**config.mk**
```make
export PLATFORM = sky130hd
export DESIGN_NAME = rtt_threshold_estimator
export DESIGN_NICKNAME = d
export VERILOG_FILES = /design/src/hdl/rtte_pkg.sv /design/src/hdl/rtte_update.sv /design/src/hdl/rtt_threshold_estimator.sv
export SDC_FILE = /design/constraint.sdc
export NUM_CORES = 2
export LEC_CHECK = 0
export BUFFER_PORTS_ARGS = -buffer_cell sky130_fd_sc_hd__buf_2
export CAP_MARGIN = 5
export CELL_PAD_IN_SITES_DETAIL_PLACEMENT = 1
export CELL_PAD_IN_SITES_GLOBAL_PLACEMENT = 2
export CORE_MARGIN = 2
export CORE_UTILIZATION = 35
export CTS_BUF_LIST = sky130_fd_sc_hd__clkbuf_8
export DETAILED_ROUTE_END_ITERATION = 8
export PLACE_DENSITY_LB_ADDON = 0.1
export SLEW_MARGIN = 25
export SYNTH_ARGS = -nofsm -noshare
export SYNTH_HDL_FRONTEND = slang
export SYNTH_HIERARCHICAL = 1
export SYNTH_SLANG_ARGS = --single-unit
```
**constraint.sdc**
```tcl
create_clock -name clk -period 17.9 [get_ports clk]
set_input_delay 0.895 -clock clk [delete_from_list [all_inputs] [get_ports clk]]
set_output_delay 0.895 -clock clk [all_outputs]
set_load 0.005 [all_outputs]
```
**src/hdl/rtte_pkg.sv**
```systemverilog
// ---------------------------------------------------------------------------
// rtte_pkg
// shared widths, constants and types of the rtt threshold estimator
// ---------------------------------------------------------------------------
package rtte_pkg;

  localparam int SAMPLE_W = 26;
  localparam int SEQ_W    = 32;
  localparam int EST_W    = 32;
  localparam int THR_W    = 31;
  localparam int RTOMIN_W = 24;

  // a zero sample is taken as one millisecond by the estimator
  localparam logic [SAMPLE_W-1:0] ZERO_SAMPLE_US   = SAMPLE_W'(1000);
  localparam logic [RTOMIN_W-1:0] RTO_MIN_RESET    = RTOMIN_W'(200000);
  localparam logic                FORCE_CONG_RESET = 1'b1;

  typedef enum logic {
    CFG_RTO_MIN    = 1'b0,
    CFG_FORCE_CONG = 1'b1
  } cfg_reg_e;

  typedef struct packed {
    logic [EST_W-1:0] srtt_x8;
    logic [EST_W-1:0] mdev_x4;
    logic [EST_W-1:0] dev_peak;
    logic [EST_W-1:0] rtt_var;
    logic [SEQ_W-1:0] seq_mark;
  } est_state_t;

endpackage

```
**src/hdl/rtte_update.sv**
```systemverilog
// ---------------------------------------------------------------------------
// rtte_update
// next estimator state for one sample: first-sample init, smoothed rtt and
// mean deviation update, deviation peak tracking and per-window decay
// ---------------------------------------------------------------------------
module rtte_update (
  input  rtte_pkg::est_state_t              cur,
  input  logic [rtte_pkg::SAMPLE_W-1:0]     meas,
  input  logic [rtte_pkg::SEQ_W-1:0]        unacked_seq,
  input  logic [rtte_pkg::SEQ_W-1:0]        next_seq,
  input  logic [rtte_pkg::RTOMIN_W-1:0]     rto_min,
  output rtte_pkg::est_state_t              nxt
);
  import rtte_pkg::*;

  logic               first;
  logic signed [33:0] err;
  logic signed [33:0] neg_err;
  logic signed [33:0] mdev_q4;
  logic signed [33:0] adj_neg;
  logic signed [33:0] adj;
  logic        [33:0] srtt_sum;
  logic signed [34:0] mdev_sum;
  logic [EST_W-1:0]   mdev_new;
  logic [EST_W-1:0]   peak1;
  logic [EST_W-1:0]   var1;
  logic [EST_W-1:0]   init_mdev;
  logic [EST_W-1:0]   rto_min_w;
  logic [SEQ_W-1:0]   seq_diff;
  logic               win_passed;

  always_comb begin
    first     = (cur.srtt_x8 == '0);
    rto_min_w = {{(EST_W-RTOMIN_W){1'b0}}, rto_min};

    // error against srtt/8, signed
    err     = $signed({8'b0, meas}) - $signed({5'b0, cur.srtt_x8[31:3]});
    neg_err = -err;
    mdev_q4 = $signed({4'b0, cur.mdev_x4[31:2]});
    adj_neg = neg_err - mdev_q4;
    if (err[33]) begin
      // negative error: positive correction cut by a further eighth
      adj = adj_neg[33] || (adj_neg == '0) ? adj_neg : (adj_neg >>> 3);
    end else begin
      adj = err - mdev_q4;
    end

    srtt_sum = {2'b0, cur.srtt_x8} + $unsigned(err);
    mdev_sum = $signed({3'b0, cur.mdev_x4}) + $signed({adj[33], adj});
    mdev_new = mdev_sum[34] ? '0 : mdev_sum[31:0];

    if (mdev_new > cur.dev_peak) begin
      peak1 = mdev_new;
      var1  = (mdev_new > cur.rtt_var) ? mdev_new : cur.rtt_var;
    end else begin
      peak1 = cur.dev_peak;
      var1  = cur.rtt_var;
    end

    seq_diff   = cur.seq_mark - unacked_seq;
    win_passed = seq_diff[SEQ_W-1];

    init_mdev = {5'b0, meas, 1'b0};

    nxt = cur;
    if (first) begin
      nxt.srtt_x8  = {3'b0, meas, 3'b0};
      nxt.mdev_x4  = init_mdev;
      nxt.dev_peak = (init_mdev > rto_min_w) ? init_mdev : rto_min_w;
      nxt.rtt_var  = (init_mdev > rto_min_w) ? init_mdev : rto_min_w;
      nxt.seq_mark = next_seq;
    end else begin
      nxt.srtt_x8  = srtt_sum[31:0];
      nxt.mdev_x4  = mdev_new;
      nxt.dev_peak = peak1;
      nxt.rtt_var  = var1;
      if (win_passed) begin
        // variance decays by a quarter of the gap to the peak
        if (peak1 < var1) begin
          nxt.rtt_var = var1 - ((var1 - peak1) >> 2);
        end
        nxt.seq_mark = next_seq;
        nxt.dev_peak = rto_min_w;
      end
    end
  end

endmodule

```
**src/hdl/rtt_threshold_estimator.sv**
```systemverilog
// ---------------------------------------------------------------------------
// rtt_threshold_estimator
// rtt estimator with deviation tracking, rto, threshold and congestion flag
// ---------------------------------------------------------------------------
// throughput: one item per cycle unless out_stall holds it back; estimator
//   state updates as an item leaves the input register, back to back
// reset (rst, synchronous): estimator state, previous sample and all valid
//   bits cleared; rto_min back to 200000 us, force_congested back to 1
// ---------------------------------------------------------------------------
module rtt_threshold_estimator (
  input  logic                              clk,
  input  logic                              rst,
  // sample channel
  input  logic                              in_valid,
  output logic                              in_stall,
  input  logic [rtte_pkg::SAMPLE_W-1:0]     rtt_sample,
  input  logic [rtte_pkg::SEQ_W-1:0]        unacked_seq,
  input  logic [rtte_pkg::SEQ_W-1:0]        next_seq,
  // result channel
  output logic                              out_valid,
  input  logic                              out_stall,
  output logic [rtte_pkg::EST_W-1:0]        rto,
  output logic [rtte_pkg::THR_W-1:0]        rtt_threshold,
  output logic                              congested,
  // configuration write channel
  input  logic                              cfg_valid,
  output logic                              cfg_ready,
  input  rtte_pkg::cfg_reg_e                cfg_index,
  input  logic [rtte_pkg::RTOMIN_W-1:0]     cfg_data
);
  import rtte_pkg::*;

  // configuration registers
  logic [RTOMIN_W-1:0] rto_min;
  logic                force_congested;

  // stage 1: input register
  logic                s1_valid;
  logic [SAMPLE_W-1:0] s1_sample;
  logic [SEQ_W-1:0]    s1_una;
  logic [SEQ_W-1:0]    s1_nxt;

  // stage 2: estimator state; while s2_valid it belongs to the stage 2 item
  logic                s2_valid;
  est_state_t          est;
  est_state_t          est_next;
  logic [SAMPLE_W-1:0] s2_sample;  // doubles as the previous sample
  logic [SAMPLE_W-1:0] s2_prev;
  logic [SAMPLE_W-1:0] s1_meas;

  // stage 3: rto
  logic                s3_valid;
  logic [EST_W-1:0]    s3_rto;
  logic [SAMPLE_W-1:0] s3_sample;
  logic [SAMPLE_W-1:0] s3_prev;

  // handshake
  logic ready4, ready3, ready2, ready1;
  logic adv4, adv3, adv2, in_acc;

  // congestion test
  logic [THR_W-1:0]      thr;
  logic [SAMPLE_W+1:0]   sample_x3;
  logic                  rule_trend;
  logic                  rule_over;
  logic                  cong_next;

  // a stage moves on when the one after it is empty or moving too
  always_comb begin
    ready4   = !out_valid || !out_stall;
    adv4     = s3_valid && ready4;
    ready3   = !s3_valid || ready4;
    adv3     = s2_valid && ready3;
    ready2   = !s2_valid || ready3;
    adv2     = s1_valid && ready2;
    ready1   = !s1_valid || ready2;
    in_stall = !ready1;
    in_acc   = in_valid && ready1;
  end

  assign cfg_ready = 1'b1;

  always_ff @(posedge clk) begin
    if (rst) begin
      rto_min         <= RTO_MIN_RESET;
      force_congested <= FORCE_CONG_RESET;
    end else if (cfg_valid) begin
      unique case (cfg_index)
        CFG_RTO_MIN:    rto_min         <= cfg_data;
        CFG_FORCE_CONG: force_congested <= cfg_data[0];
        default: ;
      endcase
    end
  end

  // stage 1
  always_ff @(posedge clk) begin
    if (rst) begin
      s1_valid <= 1'b0;
    end else if (in_acc) begin
      s1_valid <= 1'b1;
    end else if (adv2) begin
      s1_valid <= 1'b0;
    end
  end

  always_ff @(posedge clk) begin
    if (in_acc) begin
      s1_sample <= rtt_sample;
      s1_una    <= unacked_seq;
      s1_nxt    <= next_seq;
    end
  end

  // zero sample counts as the default
  assign s1_meas = (s1_sample == '0) ? ZERO_SAMPLE_US : s1_sample;

  rtte_update u_update (
    .cur         (est),
    .meas        (s1_meas),
    .unacked_seq (s1_una),
    .next_seq    (s1_nxt),
    .rto_min     (rto_min),
    .nxt         (est_next)
  );

  // stage 2: state update
  always_ff @(posedge clk) begin
    if (rst) begin
      s2_valid  <= 1'b0;
      est       <= '0;
      s2_sample <= '0;
    end else begin
      if (adv2) begin
        s2_valid  <= 1'b1;
        est       <= est_next;
        s2_sample <= s1_sample;
      end else if (adv3) begin
        s2_valid  <= 1'b0;
      end
    end
  end

  always_ff @(posedge clk) begin
    if (adv2) begin
      s2_prev <= s2_sample;
    end
  end

  // stage 3: rto from the item's own state
  always_ff @(posedge clk) begin
    if (rst) begin
      s3_valid <= 1'b0;
    end else if (adv3) begin
      s3_valid <= 1'b1;
    end else if (adv4) begin
      s3_valid <= 1'b0;
    end
  end

  always_ff @(posedge clk) begin
    if (adv3) begin
      s3_rto    <= {3'b0, est.srtt_x8[EST_W-1:3]} + est.rtt_var;
      s3_sample <= s2_sample;
      s3_prev   <= s2_prev;
    end
  end

  // sample > floor(2*thr/3) is the same test as 3*sample > 2*thr
  always_comb begin
    thr        = s3_rto[EST_W-1:1];
    sample_x3  = {1'b0, s3_sample, 1'b0} + {2'b0, s3_sample};
    rule_trend = ({{(EST_W-SAMPLE_W-2){1'b0}}, sample_x3} > {thr, 1'b0}) &&
                 (s3_sample > s3_prev) && (s3_prev != '0);
    rule_over  = {{(THR_W-SAMPLE_W){1'b0}}, s3_sample} > thr;
    cong_next  = force_congested || rule_trend || rule_over;
  end

  // result register
  always_ff @(posedge clk) begin
    if (rst) begin
      out_valid <= 1'b0;
    end else if (adv4) begin
      out_valid <= 1'b1;
    end else if (!out_stall) begin
      out_valid <= 1'b0;
    end
  end

  always_ff @(posedge clk) begin
    if (adv4) begin
      rto           <= s3_rto;
      rtt_threshold <= thr;
      congested     <= cong_next;
    end
  end

  // the input side stalls only with a full input register
  a_stall_full: assert property (@(posedge clk) disable iff (rst)
    in_stall |-> s1_valid)
    else $error("input stalled with empty input register");

  // once a sample has gone through the update the estimate is never zero
  a_srtt_live: assert property (@(posedge clk) disable iff (rst)
    adv2 |=> (est.srtt_x8 != '0))
    else $error("smoothed rtt zero after an update");

  // a new result only comes from a filled rto stage
  a_out_src: assert property (@(posedge clk) disable iff (rst)
    $rose(out_valid) |-> $past(s3_valid))
    else $error("result without a source item");

  // an item leaving stage 1 always lands in stage 2
  a_s2_fill: assert property (@(posedge clk) disable iff (rst)
    adv2 |=> s2_valid)
    else $error("state stage lost an item");

endmodule

```
# Word-level counts from Yosys, hierarchy flattened
# Cells that the tools add are included.
[classes]
addsub = 11
magnitude_cmp = 7
eq_ne = 1
mux = 19
n_bitwise = 1
reduce_logical = 30
[op_table]
columns = ["operator", "n"]
rows = [
  ["$mux W160", 1],
  ["$mux W32", 5],
  ["$mux W96", 1],
  ["$gt A32 B32 Y1", 2],
  ["$sub A32 B32 Y32", 2],
  ["$add A33 B34 Y35", 1],
  ["$logic_not A34 Y1", 1],
  ["$mux W34", 1],
  ["$neg A30 Y34", 1],
  ["$sub A34 B31 Y34", 1],
  ["$mux W33", 1],
  ["$add A29 B32 Y32", 1],
  ["$add A32 B32 Y32", 1],
  ["$gt A28 B32 Y1", 1],
  ["$logic_not A32 Y1", 1],
  ["$lt A32 B32 Y1", 1],
  ["$sub A30 B31 Y32", 1],
  ["$sub A32 B30 Y32", 1],
  ["$gt A26 B31 Y1", 1],
  ["$sub A26 B29 Y30", 1],
  ["$add A27 B26 Y28", 1],
  ["$gt A27 B24 Y1", 1],
  ["$mux W27", 1],
  ["$gt A26 B26 Y1", 1],
  ["11 further kinds", 39],
]
[totals]
reg_bits = 479
elab_cells = 91

# Longest topological paths before layout
[logic_depth]
ltp_word = 19
depth_mapped = 81

# Modules after synthesis
# Netlist, hierarchy kept.
[by_module_without_submodules]
columns = ["mod", "n_inst", "cells_per_inst", "area_per_inst_um2"]
rows = [
  ["rtt_threshold_estimator", 1, 1926, 19672.6],
  ["rtte_update", 1, 2676, 17583.1],
]

# Worst setup path before layout
# OpenSTA, ideal clock, no wires.
[synth_path]
path_type = "register to register"
from = "register s1_sample[25]"
to = "register est[63] (netlist name)"
arrival_time_ps = 16557
required_ps = 17830
path_slack_ps = 1273
stages_incl_launch_ff = 80
synth_period_minus_slack_ps = 16627
path_cell_list = "edfxtp_1 -> nor4_1 -> nand4_1 -> nor2_1 -> or2_1 -> ha_1 -> a21oi_1 -> a21oi_1 -> a211oi_1 -> a21oi_1 -> or2_2 -> a21o_1 -> a21o_1 -> a21o_1 -> a21oi_1 -> xnor2_1 -> ha_1 -> inv_1 -> [44 not listed] -> o21ai_0 -> o41ai_1 -> o21bai_1 -> xnor2_1 -> ha_1 -> o21ai_0 -> nand2b_1 -> nand2_1 -> nor3_1 -> a21oi_1 -> o31ai_1 -> o311a_1 -> o21a_1 -> o21a_1 -> or4b_1 -> mux2i_1 -> nand2_1 -> a21oi_1"
[synth_lines]
columns = ["item", "line", "source"]
rows = [
  ["start: declaration", "rtt_threshold_estimator.sv:39", "logic [SAMPLE_W-1:0] s1_sample;"],
  ["start signal: assignment", "rtt_threshold_estimator.sv:109", "s1_sample <= rtt_sample;"],
  ["end signal: assignment", "rtt_threshold_estimator.sv:136", "est <= est_next;"],
  ["end: declaration", "rtt_threshold_estimator.sv:45", "est_state_t est;"],
]

==> impl_metrics.tcl <==
set metrics [dict create \
    timing.max_cap.violations 0 \
    yosys_register_bits 448 \
    gp_routability_congestion 0.9461 \
    cts_buffer_count 86 \
    postSynthNetCount 5224 \
    commonest_cells_after_routing_fill_and_taps_aside "781 x nand2_1, 543 x a21oi_1, 494 x ha_1, 386 x inv_1, 321 x buf_4" \
    rows 119 \
    top_level_ports 187 \
    nets 5609 \
    placed_area_um2 41420 \
    place.detailed.instances 6269 \
    antenna_found_initial 6 \
    gr-usage-all-layers_pct 27.71 \
    finClkSkew_ns 0.06968 \
    yosysWarningCount 6 \
    via_count_of_the_first_global_routing_pass 35630 \
    clock_sink_count 448 \
    grt_overflow 0 \
    cp.arrival_ns 17.77 \
    timing_max_transition_violations_final 0 \
    timing.critical_path.required_ns 18.57 \
    synth_cells 4602 \
    area_growth_pct 17.86 \
    htreeDepth 3 \
    totalWireLength_um 153100 \
    drt_pass1_iterations 8 \
    initialDrtViolationCount 2246 \
    slew_headroom_pct 29.13 \
    port_buffers 185 \
    grt_max_degree 187 \
    syn_avg_cell_area_um2 8.096 \
    status "complete, but fails checks" \
    drive_gt1_share_pct 15.36 \
    timing.critical_path.buf_inv 10 \
    critPathMaxStageDelay_ns 0.56 \
    crit_type "reg2reg" \
    min_period_over_period_pct 95.52 \
    tritoncts "built" \
    synth_enable_flop_cells 233 \
    detail_route.wl_per_cell_um 23.72 \
    dieHeight_um 330.3 \
    globalRouteMet1Util_pct 38.99 \
    clock_root_cell "clkbuf_8" \
    cts-root-to-sink-buffers 3 \
    vias 35310 \
    placeableCoreArea_um2 105400 \
    drtAntennaViolNets 0 \
    initial_utilization_pct 35.34 \
    top_delay_family_on_crit_path "compound AO/OA/AOI/OAI gates" \
    worstPathMaxFanout 13 \
    layout_commonest_cell "nand2_1" \
    tightestPinTransition_ns 1.049 \
    asyncSetResetFlopFracSynth_pct 0 \
    filler_cell_count 12760 \
    finalSetupViolCount 0 \
    synthDistinctLibCells 91 \
    grt_most_used_layer "met2" \
    grt_first_pass_wirelength_um 228200 \
    drc_markers 12 \
    crit_slowest_cell "or4_4" \
    yosys_most_used_dff "edfxtp_1" \
    synth.yosys.seq_area_share_pct 30.33 \
    hp-class "in2reg" \
    violations "DRC" \
    clk-insertion-delay-late_ns 0.76 \
    instances_no_fill 6455 \
    via_per_inst 5.470 \
    dpl.hpwl_um 120400 \
    grtUsageMet2_pct 44.87 \
    die_area_um2 109100 \
    final_period_minus_worst_setup_slack_ns 17.10 \
    finalHoldViolations 0 \
    worst_setup_hold_path_clk_slew_ns 0.07 \
    timing.fmax_mhz 58.49 \
    syn_area_um2 37260 \
    post-route-cell-area_um2 43910 \
    timing.critical_path.to_type "register" \
    met3_usage_pct 3.117 \
    chipWidth_um 330.3 \
    critical_path.startpoint_type "register" \
]
## registers in the layout (all words and copies together) (netlist names), 32 cells and up
name,count
rto,32
s3_rto,32
s1_nxt,32
s1_una,32
est,160
## synthesized netlist by cell type (22+ instances only)
master / n / area share [%]
o21ai_0: 170 / 2.3
nor4_1: 36 / 0.60
o21a_1: 40 / 0.81
dfxtp_1: 215 / 12
mux2i_1: 33 / 0.89
nor2b_1: 35 / 0.59
nand2_1: 783 / 7.9
xnor2_1: 129 / 3.0
edfxtp_1: 233 / 19
clkbuf_1: 164 / 1.7
nand3_1: 56 / 0.75
ha_1: 494 / 17
inv_1: 360 / 3.6
o21ai_1: 26 / 0.35
nand4_1: 67 / 1.1
nor3_1: 102 / 1.4
o31ai_1: 22 / 0.44
xor2_1: 87 / 2.0
o41ai_1: 23 / 0.54
a211oi_1: 36 / 0.73
nand2b_1: 45 / 0.76
and3_1: 26 / 0.44
nor2_1: 232 / 2.3
buf_4: 33 / 0.66
a21o_1: 180 / 3.6
or3_1: 26 / 0.44
a31oi_1: 33 / 0.55
o211ai_1: 34 / 0.69
a21oi_1: 557 / 7.5
o21bai_1: 33 / 0.66
## metal layers
layer  part of all wire (%)  vias to the layer above
met5                      0                        -
met4                    2.4                        0
met3                    3.9                      180
met2                     46                      694
met1                     48                    17280
li1                       -                    17160
## layout make-up
| cell class | instances | area, µm² | area share, % |
|---|---|---|---|
| tap | 1391 | 1740 | 3.964 |
| sequential | 448 | 11300 | 25.74 |
| inverter | 362 | 1366 | 3.112 |
| antenna | 4 | 10.01 | 0.02280 |
| clock inverter | 59 | 426.7 | 0.9717 |
| multi-input combinational | 3575 | 24150 | 54.99 |
| clock buffer | 102 | 1404 | 3.197 |
| timing repair buffer | 514 | 3513 | 8.002 |
## logic make-up (layout without fill, tap and decap cells)
logic type	Yosys count	count (layout)	share of synthesized area (%)
compound gates	1306	1306	21.77
xor+xnor	216	216	5.078
fa+ha+maj	502	502	17.02
buf+inv	579	1037	6.180
flops	448	448	30.33
mux	51	51	1.431
other cells	1	5	0.01007
simple gates	1499	1499	18.18
## stage by stage
stage	utilization (%)	setup WS [ns]	hold slack, ns	TNS, ns
5_1_grt	41.65	-0.09027	0.2661	-0.1216
3_3_place_gp	39.29	-0.02190	0.4016	-0.02190
2_1_floorplan	-	1.273	0.4003	0
4_1_cts	41.06	0.01786	0.2532	0
6_report	41.65	0.8021	0.3264	0
3_5_place_dp	39.29	-0.2860	0.4052	-0.5235
## path summary, 6_finish.rpt
| check | start | to | slack (ns) | cells after the start |
|---|---|---|---|---|
| worst min-delay path | next_seq[15] | s1_nxt[15]$_DFFE_PP_ | 0.33 | 1 |
| worst max register to register | s1_sample[16]$_DFFE_PP_ | est[63]$_SDFFE_PP0P_ | 0.80 | 78 |
| worst max-delay path | s1_sample[16]$_DFFE_PP_ | est[63]$_SDFFE_PP0P_ | 0.80 | 78 |
| worst min register to register | s2_prev[19]$_DFFE_PP_ | s3_prev[19]$_DFFE_PP_ | 0.42 | 0 |
## timing repair
item	in CTS	in global routing
pin swaps	0	25
resized for setup	8	87
gates cloned	0	2
hold buffers	0	0
buffers inserted	0	18
setup endpoints to repair	6	25
Power is not shown: default switching activity piles up to over one toggle a cycle in this logic, so the estimate is an artifact.
